## src/fpmd_pkg.sv

```systemverilog
`timescale 1ns / 1ps

package fpmd_pkg;

    localparam int DATA_W    = 32;
    localparam int HALF_W    = 16;
    localparam int DIV_STEPS = 32;
    localparam int CNT_W     = $clog2(DIV_STEPS);

    // operation codes
    localparam logic [2:0] CMD_MULDIV  = 3'd0;
    localparam logic [2:0] CMD_FRAC16  = 3'd1;
    localparam logic [2:0] CMD_FRAC32  = 3'd2;
    localparam logic [2:0] CMD_DIV16   = 3'd3;
    localparam logic [2:0] CMD_RATIO32 = 3'd4;
    localparam logic [2:0] CMD_SPEED   = 3'd5;

    localparam logic [31:0] SAT_MAX     = 32'h7fff_ffff;
    localparam logic [31:0] ALL_ONES    = 32'hffff_ffff;
    localparam logic [31:0] CLAMP_Q16   = 32'h0000_ffff;
    localparam logic [15:0] FRAC_ONE    = 16'hffff;
    localparam logic [31:0] ROUND_HALF  = 32'h0000_8000;
    localparam logic [31:0] SPEED_SCALE = 32'd4660;
    localparam logic [31:0] SPEED_ROUND = 32'd128;

    typedef struct packed {
        logic [2:0]  cmd;
        logic [31:0] opa;
        logic [31:0] opb;
        logic [31:0] opc;
    } t_in_item;

    typedef struct packed {
        logic [31:0] result;
        logic        saturated;
        logic        divide_by_zero;
    } t_out_item;

    typedef struct packed {
        logic load;
        logic mul;
        logic shift;
        logic div_init;
        logic div_step;
        logic finish;
    } t_dp_cmd;

    typedef struct packed {
        logic div_needed;
        logic norm_req;
    } t_dp_status;

    typedef enum logic [4:0] {
        ST_IDLE = 5'b00001,
        ST_MUL  = 5'b00010,
        ST_CHK  = 5'b00100,
        ST_DIV  = 5'b01000,
        ST_FIN  = 5'b10000
    } t_state;

endpackage

```

## src/fixed_point_muldiv_unit.sv

```systemverilog
`timescale 1ns / 1ps
// channel   | handshake                 | payload
// ----------+---------------------------+----------------------------------
// input     | i_in_valid / o_in_ready   | i_in_data  (cmd, opa, opb, opc)
// output    | o_out_valid / i_out_ready | o_out_data (result, saturated,
//           |                           |             divide_by_zero)
//
// One transaction at a time. Frac ops go through MUL and CHK to the result load in
// FIN, which waits for a free output register; divide ops needing a quotient also
// run the 32 steps of the shared one-bit-per-cycle restoring divider, plus up to 16
// normalize shifts for ratio32. Input ready returns the cycle after the result load.
// Synchronous active-low reset clears the controller; no result is pending after it.
// A result waiting on i_out_ready does not block the next input transaction;
// only the final write into the output register waits for it.

module fixed_point_muldiv_unit (
    input  logic                i_clk,
    input  logic                i_rst_n,
    input  logic                i_in_valid,
    output logic                o_in_ready,
    input  fpmd_pkg::t_in_item  i_in_data,
    output logic                o_out_valid,
    input  logic                i_out_ready,
    output fpmd_pkg::t_out_item o_out_data
);
    import fpmd_pkg::*;

    t_dp_cmd    dp_cmd;
    t_dp_status dp_status;

    fpmd_ctrl u_ctrl (
        .i_clk       (i_clk),
        .i_rst_n     (i_rst_n),
        .i_in_valid  (i_in_valid),
        .o_in_ready  (o_in_ready),
        .o_out_valid (o_out_valid),
        .i_out_ready (i_out_ready),
        .i_status    (dp_status),
        .o_cmd       (dp_cmd)
    );

    fpmd_datapath u_datapath (
        .i_clk      (i_clk),
        .i_in_data  (i_in_data),
        .i_cmd      (dp_cmd),
        .o_status   (dp_status),
        .o_out_data (o_out_data)
    );

`ifndef SYNTHESIS
    a_busy_after_accept: assert property (@(posedge i_clk) disable iff (!i_rst_n)
        (i_in_valid && o_in_ready) |=> !o_in_ready)
        else $error("input ready right after an accepted transaction");

    a_cmd_exclusive: assert property (@(posedge i_clk) disable iff (!i_rst_n)
        $onehot0({dp_cmd.load, dp_cmd.mul, dp_cmd.shift,
                  dp_cmd.div_init, dp_cmd.div_step, dp_cmd.finish}))
        else $error("more than one datapath command at once");

    a_no_overwrite: assert property (@(posedge i_clk) disable iff (!i_rst_n)
        dp_cmd.finish |-> (!o_out_valid || i_out_ready))
        else $error("pending result overwritten");

    a_div_busy: assert property (@(posedge i_clk) disable iff (!i_rst_n)
        (dp_cmd.div_step || dp_cmd.shift) |-> !o_in_ready)
        else $error("input ready while the divider is running");
`endif

endmodule

```

## src/fpmd_ctrl.sv

```systemverilog
`timescale 1ns / 1ps

module fpmd_ctrl (
    input  logic                i_clk,
    input  logic                i_rst_n,
    input  logic                i_in_valid,
    output logic                o_in_ready,
    output logic                o_out_valid,
    input  logic                i_out_ready,
    input  fpmd_pkg::t_dp_status i_status,
    output fpmd_pkg::t_dp_cmd   o_cmd
);
    import fpmd_pkg::*;

    t_state           r_state, n_state;
    logic [CNT_W-1:0] r_cnt, n_cnt;
    logic             r_out_valid, n_out_valid;
    logic             out_free;

    assign out_free    = !r_out_valid || i_out_ready;
    assign o_in_ready  = (r_state == ST_IDLE);
    assign o_out_valid = r_out_valid;

    always_comb begin
        n_state = r_state;
        n_cnt   = r_cnt;
        o_cmd   = '0;
        unique case (r_state)
            ST_IDLE: begin
                if (i_in_valid) begin
                    o_cmd.load = 1'b1;
                    n_state    = ST_MUL;
                end
            end
            ST_MUL: begin
                o_cmd.mul = 1'b1;
                n_state   = ST_CHK;
            end
            ST_CHK: begin
                if (!i_status.div_needed) begin
                    n_state = ST_FIN;
                end else if (i_status.norm_req) begin
                    o_cmd.shift = 1'b1;
                end else begin
                    o_cmd.div_init = 1'b1;
                    n_cnt          = '0;
                    n_state        = ST_DIV;
                end
            end
            ST_DIV: begin
                o_cmd.div_step = 1'b1;
                if (r_cnt == CNT_W'(DIV_STEPS - 1)) begin
                    n_state = ST_FIN;
                end else begin
                    n_cnt = r_cnt + 1'b1;
                end
            end
            ST_FIN: begin
                if (out_free) begin
                    o_cmd.finish = 1'b1;
                    n_state      = ST_IDLE;
                end
            end
            default: n_state = ST_IDLE;
        endcase
    end

    always_comb begin
        n_out_valid = r_out_valid;
        if (o_cmd.finish) begin
            n_out_valid = 1'b1;
        end else if (r_out_valid && i_out_ready) begin
            n_out_valid = 1'b0;
        end
    end

    always_ff @(posedge i_clk) begin
        if (!i_rst_n) begin
            r_state     <= ST_IDLE;
            r_cnt       <= '0;
            r_out_valid <= 1'b0;
        end else begin
            r_state     <= n_state;
            r_cnt       <= n_cnt;
            r_out_valid <= n_out_valid;
        end
    end

endmodule

```

## src/fpmd_datapath.sv

```systemverilog
`timescale 1ns / 1ps

module fpmd_datapath (
    input  logic                 i_clk,
    input  fpmd_pkg::t_in_item   i_in_data,
    input  fpmd_pkg::t_dp_cmd    i_cmd,
    output fpmd_pkg::t_dp_status o_status,
    output fpmd_pkg::t_out_item  o_out_data
);
    import fpmd_pkg::*;

    logic [2:0]        r_cmd;
    logic [31:0]       r_a, r_b, r_c;
    logic              r_neg;
    logic [31:0]       r_mc;
    logic [63:0]       r_prod;
    logic [31:0]       r_p2;
    logic [31:0]       r_n, r_d;
    logic [31:0]       r_rem, r_quo, r_dsr;
    t_out_item         r_out;

    logic [31:0] ma, mb, mc;
    logic [31:0] mul_x, mul_y;
    logic [15:0] a16, b16;
    logic [31:0] b16_ext;
    logic [31:0] sp_sum, sp_s;
    logic [32:0] trial;
    logic        trial_ge;
    logic [32:0] trial_sub;
    logic        div_needed;
    logic [31:0] init_hi, init_lo, init_dsr;
    logic [31:0] mag, frac16_sum;
    t_out_item   res;

    assign a16     = r_a[15:0];
    assign b16     = r_b[15:0];
    assign b16_ext = {16'b0, b16};

    assign ma = r_a[31] ? (32'd0 - r_a) : r_a;
    assign mb = r_b[31] ? (32'd0 - r_b) : r_b;
    assign mc = r_c[31] ? (32'd0 - r_c) : r_c;

    // one 32x32 multiplier, operands chosen by operation; a second 16x16 product (r_p2) feeds frac32
    always_comb begin
        mul_x = {16'b0, a16};
        mul_y = b16_ext;
        if (r_cmd == CMD_MULDIV) begin
            mul_x = ma;
            mul_y = mb;
        end else if (r_cmd == CMD_SPEED) begin
            mul_x = {{16{a16[15]}}, a16};
            mul_y = SPEED_SCALE;
        end
    end

    // speed: rounded, then logical shift by 8 (only low 32 bits of the product matter)
    assign sp_sum = r_prod[31:0] + SPEED_ROUND;
    assign sp_s   = {8'b0, sp_sum[31:8]};

    always_comb begin
        case (r_cmd)
            CMD_MULDIV:  div_needed = (r_prod[63:32] < r_mc);
            CMD_DIV16:   div_needed = (b16 != 16'd0) && (a16 < b16);
            CMD_RATIO32: div_needed = (r_b != 32'd0) && (r_a < r_b);
            CMD_SPEED:   div_needed = (b16 != 16'd0);
            default:     div_needed = 1'b0;
        endcase
    end

    assign o_status.div_needed = div_needed;
    assign o_status.norm_req   = (r_cmd == CMD_RATIO32) && (r_d[31:16] != 16'd0);

    always_comb begin
        init_hi  = '0;
        init_lo  = {a16, 16'b0};
        init_dsr = b16_ext;
        case (r_cmd)
            CMD_MULDIV: begin
                init_hi  = r_prod[63:32];
                init_lo  = r_prod[31:0];
                init_dsr = r_mc;
            end
            CMD_RATIO32: begin
                init_lo  = {r_n[15:0], 16'b0};
                init_dsr = r_d;
            end
            CMD_SPEED: begin
                init_lo  = sp_s;
            end
            default: ;
        endcase
    end

    // restoring step; remainder stays below divisor
    assign trial     = {r_rem, r_quo[31]};
    assign trial_ge  = (trial >= {1'b0, r_dsr});
    assign trial_sub = trial - {1'b0, r_dsr};

    assign frac16_sum = r_prod[31:0] + ROUND_HALF;

    always_comb begin
        res = '0;
        mag = div_needed ? r_quo : SAT_MAX;
        unique case (r_cmd)
            CMD_MULDIV: begin
                res.result         = r_neg ? (32'd0 - mag) : mag;
                res.saturated      = !div_needed;
                res.divide_by_zero = (r_c == 32'd0);
            end
            CMD_FRAC16: begin
                res.result = (b16 == FRAC_ONE) ? {16'b0, a16} : {16'b0, frac16_sum[31:16]};
            end
            CMD_FRAC32: begin
                res.result = (b16 == FRAC_ONE) ? r_a : (r_p2 + {16'b0, r_prod[31:16]});
            end
            CMD_DIV16: begin
                res.divide_by_zero = (b16 == 16'd0);
                if (div_needed) begin
                    res.result = r_quo;
                end else if ((a16 != b16) && (b16 == 16'd0)) begin
                    res.result = '0;
                end else begin
                    res.result    = CLAMP_Q16;
                    res.saturated = 1'b1;
                end
            end
            CMD_RATIO32: begin
                res.divide_by_zero = (r_b == 32'd0);
                if (div_needed) begin
                    res.result = r_quo;
                end else begin
                    res.result    = CLAMP_Q16;
                    res.saturated = 1'b1;
                end
            end
            CMD_SPEED: begin
                if (!div_needed) begin
                    res.result         = ALL_ONES;
                    res.divide_by_zero = 1'b1;
                end else begin
                    res.result = r_quo + {31'b0, ((sp_s & b16_ext) > (sp_s >> 1))};
                end
            end
            default: res = '0;
        endcase
    end

    always_ff @(posedge i_clk) begin
        if (i_cmd.load) begin
            r_cmd <= i_in_data.cmd;
            r_a   <= i_in_data.opa;
            r_b   <= i_in_data.opb;
            r_c   <= i_in_data.opc;
        end
        if (i_cmd.mul) begin
            r_prod <= 64'(mul_x) * 64'(mul_y);
            r_p2   <= {16'b0, r_a[31:16]} * b16_ext;
            r_neg  <= r_a[31] ^ r_b[31] ^ r_c[31];
            r_mc   <= mc;
            r_n    <= r_a;
            r_d    <= r_b;
        end
        if (i_cmd.shift) begin
            r_n <= r_n >> 1;
            r_d <= r_d >> 1;
        end
        if (i_cmd.div_init) begin
            r_rem <= init_hi;
            r_quo <= init_lo;
            r_dsr <= init_dsr;
        end
        if (i_cmd.div_step) begin
            r_rem <= trial_ge ? trial_sub[31:0] : trial[31:0];
            r_quo <= {r_quo[30:0], trial_ge};
        end
        if (i_cmd.finish) begin
            r_out <= res;
        end
    end

    assign o_out_data = r_out;

endmodule

```

## config.mk

```make
export PLATFORM = sky130hd
export DESIGN_NAME = fixed_point_muldiv_unit
export DESIGN_NICKNAME = d
export VERILOG_FILES = /design/src/fpmd_pkg.sv /design/src/fixed_point_muldiv_unit.sv /design/src/fpmd_ctrl.sv /design/src/fpmd_datapath.sv
export SDC_FILE = /design/constraint.sdc
export NUM_CORES = 2
export LEC_CHECK = 0
export ABC_AREA = 1
export BUFFER_PORTS_ARGS = -buffer_cell sky130_fd_sc_hd__buf_4
export CAP_MARGIN = 20
export CORE_AREA = 2 2 446 448
export CTS_BUF_LIST = sky130_fd_sc_hd__clkbuf_8
export DETAILED_ROUTE_END_ITERATION = 10
export DIE_AREA = 0 0 448 450
export PLACE_DENSITY = 0.58
export SYNTH_ARGS = -nofsm -noshare
export SYNTH_HDL_FRONTEND = slang
export SYNTH_SLANG_ARGS = --single-unit
```

## constraint.sdc

```tcl
create_clock -name i_clk -period 16 [get_ports i_clk]
set_input_delay 0 -clock i_clk [delete_from_list [all_inputs] [get_ports i_clk]]
set_output_delay 0 -clock i_clk [all_outputs]
set_load 0.02 [all_outputs]
```

## Word level (Yosys, flattened, before mapping)

Index checks and enable logic that the tools add are counted.

| word-level totals | value |
|---|---|
| output and inout bits | 36 |
| logic and storage cells | 139 |
| register bits after elaboration | 433 |

| cells by class | value |
|---|---|
| equal/unequal tests | 20 |
| reductions and logical operators | 21 |
| bitwise gates (word level) | 3 |
| multiplexer cells | 56 |
| $add $sub $neg | 10 |
| multipliers | 2 |
| magnitude comparators | 5 |

Operators by type and width:

| cell | count |
|---|---|
| $mux W32 | 17 |
| $pmux W32 S6 | 1 |
| $mux W31 | 5 |
| $sub A1 B32 Y32 const A | 4 |
| $pmux W32 S3 | 1 |
| $logic_not A32 Y1 | 2 |
| $lt A32 B32 Y1 | 2 |
| $mul A32 B32 Y64 | 1 |
| $pmux W32 S2 | 1 |
| $mux W16 | 3 |
| $mux W5 | 8 |
| $ge A33 B32 Y1 | 1 |
| $add A32 B1 Y32 | 1 |
| $add A32 B16 Y32 | 1 |
| $add A32 B16 Y32 const B | 1 |
| $add A32 B8 Y32 const B | 1 |
| $gt A32 B23 Y1 | 1 |
| $mul A16 B16 Y32 | 1 |
| $reduce_bool A16 Y1 | 2 |
| $reduce_bool A32 Y1 | 1 |
| $sub A32 B32 Y32 | 1 |
| $pmux W5 S5 | 1 |
| $and A24 B16 Y24 | 1 |
| $eq A16 B16 Y1 const B | 1 |
| other kinds (27) | 58 |

## Longest topological paths before layout

| logic depth | value |
|---|---|
| depth after elaboration | 7 |
| depth in mapped cells | 46 |
| gate-level depth less buffers | 44 |

## Hierarchy

Synthesis repeated with hierarchy kept, for this count alone.

| unflattened totals | value |
|---|---|
| cell total of the unflattened synthesis | 8153 |
| area total of the unflattened synthesis | 68082.8 um^2 |

Modules (own cells, without submodules):

| module | cells each | times used | area an instance (um^2) |
|---|---|---|---|
| fpmd_datapath | 8061 | 1 | 67476.0 |
| fpmd_ctrl | 92 | 1 | 606.8 |

## Worst setup path after synthesis

Ideal clock, no wire load.

| timing | value |
|---|---|
| path type | register to register |
| start | reg u_ctrl.r_state[2] |
| end | reg u_datapath.r_d[0], enable pin |
| data arrival time | 12.026 ns |
| setup slack | 3.553 ns |
| stages on the path, launching flop included | 6 |
| clock period less this slack | 12.447 ns |
| cells stage by stage | dfxtp_1 -> nor2_1 -> nand2_1 -> nor3_1 -> inv_1 -> nand2_1 |

| on the way | value |
|---|---|
| longest elaborated chain between the ends | 3 |

Ends and longest elaborated chain:

| element | RTL line | text |
|---|---|---|
| start, declared | fpmd_ctrl.sv:15 | `t_state r_state, n_state;` |
| start signal, assigned | fpmd_ctrl.sv:83 | `r_state <= n_state;` |
| $eq A5 B3 Y1 or $eq A5 B2 Y1 (tied branches) | fpmd_ctrl.sv:28 | `unique case (r_state)` |
| $mux W2 or $mux W1 (tied branches) | fpmd_ctrl.sv:28 |  |
| $reduce_bool A2 Y1 (no source line) * | n/a |  |
| end signal, assigned | fpmd_datapath.sv:161 | `r_d <= r_b;` |
| end signal, assigned | fpmd_datapath.sv:165 | `r_d <= r_d >> 1;` |
| end, declared | fpmd_datapath.sv:18 | `logic [31:0] r_n, r_d;` |

Every way passes the cells marked *; elsewhere a longest branch is shown, timed or not.
A chain may end at the register's enable or synchronous reset.

## Final worst setup path

| timing | value |
|---|---|
| start | reg u_datapath.r_a[31] |
| end | reg u_datapath.r_prod[63], data pin |

| on the way | value |
|---|---|
| longest elaborated chain between the ends | 4 |

Ends and longest elaborated chain:

| element | RTL line | text |
|---|---|---|
| start, declared | fpmd_datapath.sv:13 | `logic [31:0] r_a, r_b, r_c;` |
| start signal, assigned | fpmd_datapath.sv:151 | `r_a <= i_in_data.opa;` |
| $sub A1 B32 Y32 | fpmd_datapath.sv:39 | `assign ma = r_a[31] ? (32'd0 - r_a) : r_a;` |
| $mux W32 * | fpmd_datapath.sv:39 |  |
| $mux W32 * | fpmd_datapath.sv:47 | `if (r_cmd == CMD_MULDIV) begin` |
| $mul A32 B32 Y64 * | fpmd_datapath.sv:156 | `r_prod <= 64'(mul_x) * 64'(mul_y);` |
| end signal, assigned | fpmd_datapath.sv:156 |  |
| end, declared | fpmd_datapath.sv:16 | `logic [63:0] r_prod;` |

Marks and branches as above.

==> results.txt <==
----------------------------------------------------
[Status]
  Run status ... completed

[GRT]
  Global-route wire length before repair ... approximately 400 mm
  Total global routing track utilization ... 0.270
  Overflow after GRT ... 0
  Pin count of the biggest net entering global routing ... approximately 130
  Antenna violations before repair ... 18
  Via count of the first global-routing pass ... a little over 60,000

[Timing]
  Fin crit period ... ~11,000 ps
  Setup-violating endpoint count in the final report ... 0
  Setup TNS Final ... 0 ps
  Worst slew margin relative to its limit ... 0.255
  Final hold vios ... 0
  Setup Skew ... 85.6 ps
  Slew of the pin with the lowest slew margin ... ~1100 ps
  Highest clock frequency the design can meet ... 90.0 MHz
  Count of pins over their slew limit ... 0
  Setup repair after global routing missed its margin ... no
  Final worst-path setup slack ... around 4900 ps
  Final period util ... 0.695

[Place]
  Last weighted congestion value of the routability-driven placer ... approximately 1
  IO buf count ... approximately 140
  Placed wire-length estimate ... 210 mm
  Post-Place Setup Slack ... around 5200 ps

[Floorplan]
  Die extent in y ... between 400 and 500 µm
  Die span in x ... ~450 µm
  Number of rows in the core area ... ~160
  Placeable core area ... 197,000 µm²
  Top-Level Pins ... roughly 140
  Initial standard-cell utilization of the core ... 0.348
  Floorplan die area ... 202,000 µm²

[Route]
  Via Count ... approximately 60,000
  Antenna Nets Post-Route ... 0
  Avg WL per Cell ... about 24 µm
  DR vias/cell ... ~5.3
  Post-detailed-routing wire length ... approximately 270 mm
  Number of optimization iterations in the first detailed-route pass ... 8
  DRC marker count from the first detailed-route iteration ... between 5,000 and 6,000
  DRC violation count after routing ... 0

[Critical path]
  Worst path most repeated cell ... fa_1
  Category of the worst setup path capture point ... flop
  Arrival time at the worst endpoint ... 11,630 ps
  Type of origin of the critical path ... flop
  Worst path slowest cell ... clkinv_1
  Worst setup path class ... flop to flop
  Highest cell delay on the worst timing path ... 860 ps
  Largest fanout on the critical path ... 26
  Required time reported for the critical path endpoint ... ~17,000 ps

[Logic synthesis]
  Synth Register Bits ... approximately 430
  Distinct cells, synth ... 68
  Most frequent cell after synthesis ... inv_1
  Synthesized instance count ... between 8,000 and 9,000
  Post-Synthesis Mean Instance Area ... between 8 and 9 µm²
  Post-Syn Nets ... just under 10,000
  EDFF count, synth ... 420
  Cell accounting for the most synthesized area ... fa_1
  Post-synth design cell area ... 68,500 µm²
  Share of flip-flops with an asynchronous set or reset after synthesis ... 0
  Synth warnings ... 0
  Synth area leaders ... fa_1 32%, edfxtp_1 18%, inv_1 9.3%
  Area share of the leading cell type in the synthesized netlist ... 0.319
  Most frequent cells after synthesis ... 1,688 x inv_1, 1,576 x nand2_1, 1,092 x fa_1
  Predominant post-synthesis flop cell ... edfxtp_1
  Sequential element share of the synthesized area ... 0.188

[Clock network]
  Resize count post-CTS ... 0
  Number of buffers created by CTS ... 86
  Root Buffer Master ... clkbuf_8
  H-Tree Depth ... 3
  Latest clock arrival within the worst-skew pair ... around 840 ps
  CTS Sinks ... 433
  Register clock-pin slew on the reported worst setup and hold paths ... around 70 ps
  Clock tree from TritonCTS ... yes
  Worst-case clock buffer depth ... 3

[Final layout]
  Fill cell total of the finished layout ... roughly 20,000
  Fraction of layout cells with a size suffix above 1 ... 0.0692
  Flip-flop count of the largest register, all copies and words added ... 64
  Nets@finish ... 10,108
  Area growth from synthesis to layout ... 11.5%
  Register with the highest flop count ... u_datapath.r_prod
  Final Util ... 0.388

[Flow run]
  Max-capacitance violation count ... 0

[Min path]
  Path type of the worst min-delay path ... input port to flop

----------------------------------------------------
-- final timing paths --
kind / startpoint / endpoint / slack (ps) / cells past startpoint
max: u_datapath.r_a[31]$_DFFE_PP_ / u_datapath.r_prod[63]$_DFFE_PP_ / 4880 / 29
min: i_out_ready / u_ctrl.o_out_valid$_SDFFE_PN0P_ / 250 / 5
max reg2reg: u_datapath.r_a[31]$_DFFE_PP_ / u_datapath.r_prod[63]$_DFFE_PP_ / 4880 / 29
min reg2reg: u_datapath.r_n[31]$_SDFFE_PP0P_ / u_datapath.r_n[31]$_SDFFE_PP0P_ / 500 / 2
-- cell type report --
cell class,instances,area [µm²],share of cell area
multi-input combinational,5667,47700,0.625
sequential,433,12900,0.169
inverter,1742,6560,0.0859
timing repair buffer,478,4140,0.0542
tap,2640,3300,0.0433
clock buffer,90,1240,0.0162
clock inverter,67,534,0.00700
antenna,2,5.00,0.0000655
-- worst max-delay path, delay by kind of cell (launching register included) --
kind                       cells  cell delay, ps
and+or+nand+nor                9            3070
buffers and inverters          8            2680
xor gates and xnor gates       2             230
DFF                            1             320
AOI/OAI and AO/OA              1             100
adders and majority gates      9            4310
-- repair_timing --
item / CTS / global route
setup buffers: 0 / 0
hold endpoints to repair: 110 / 0
hold buffers: 202 / 0
-- cells in the final DEF, fill, tap and decap left out, types with 13 or more instances in the layout --
master         Yosys  routed
inv_1           1688    1698
nand2_1         1576    1573
fa_1            1092    1092
nor2_1           909     904
ha_1             505     505
edfxtp_1         420     420
o21ai_0          311     307
buf_4              7     273
a21oi_1          273     272
nand3_1          222     222
dlygate4sd3_1      0     202
xor2_1           157     155
clkbuf_8           0      90
nor3_1            79      75
xnor2_1           75      75
nand4_1           55      55
a31oi_1           49      49
nor2_4            39      42
inv_2             39      39
o211ai_1          31      31
o22ai_1           28      28
nor4_1            26      26
clkinv_1           8      26
nand2_2           16      19
o21a_1            18      18
clkinv_2           1      18
a211oi_1          18      18
o221ai_1          18      18
o21ai_1           18      17
nor2_2            14      16
a221oi_1          15      15
o21bai_1          13      13
dfxtp_1           13      13
-- layer usage --
| metal | track usage | part of all wire | wire length (µm) | vias to the layer above |
|---|---|---|---|---|
| met5 | 0 | 0.00013 | 36 | - |
| met4 | 0.133 | 0.059 | 16200 | 6 |
| met3 | 0.0539 | 0.091 | 24800 | 695 |
| met2 | 0.433 | 0.46 | 125000 | 2993 |
| met1 | 0.347 | 0.39 | 105000 | 29611 |
| li1 | - | - | - | 25623 |
-- metrics by stage --
stage	area [µm²]	hold WS, ps	std cells
after floorplan	68500	98.9	8160
after global placement	72500	178	10756
after detailed placement	72500	179	10756
after CTS	76300	184	11115
after global routing	76400	193	11118
final	76400	246	11119
-- cells by family (layout without fill, tap and decap cells) --
kind of cell / count (synthesis) / after routing / synth area share
adders and majority gates: 1597 / 1597 / 0.412
xor gates and xnor gates: 232 / 232 / 0.0297
muxes: 1 / 1 / 0.000146
other: 0 / 2 / 0
DFF: 433 / 433 / 0.188
and+or+nand+nor: 2990 / 2990 / 0.183
buffers and inverters: 2060 / 2377 / 0.117
AOI/OAI and AO/OA: 847 / 847 / 0.0707
Power is not shown: default switching activity piles up to over one toggle a cycle in this logic, so the estimate is an artifact.
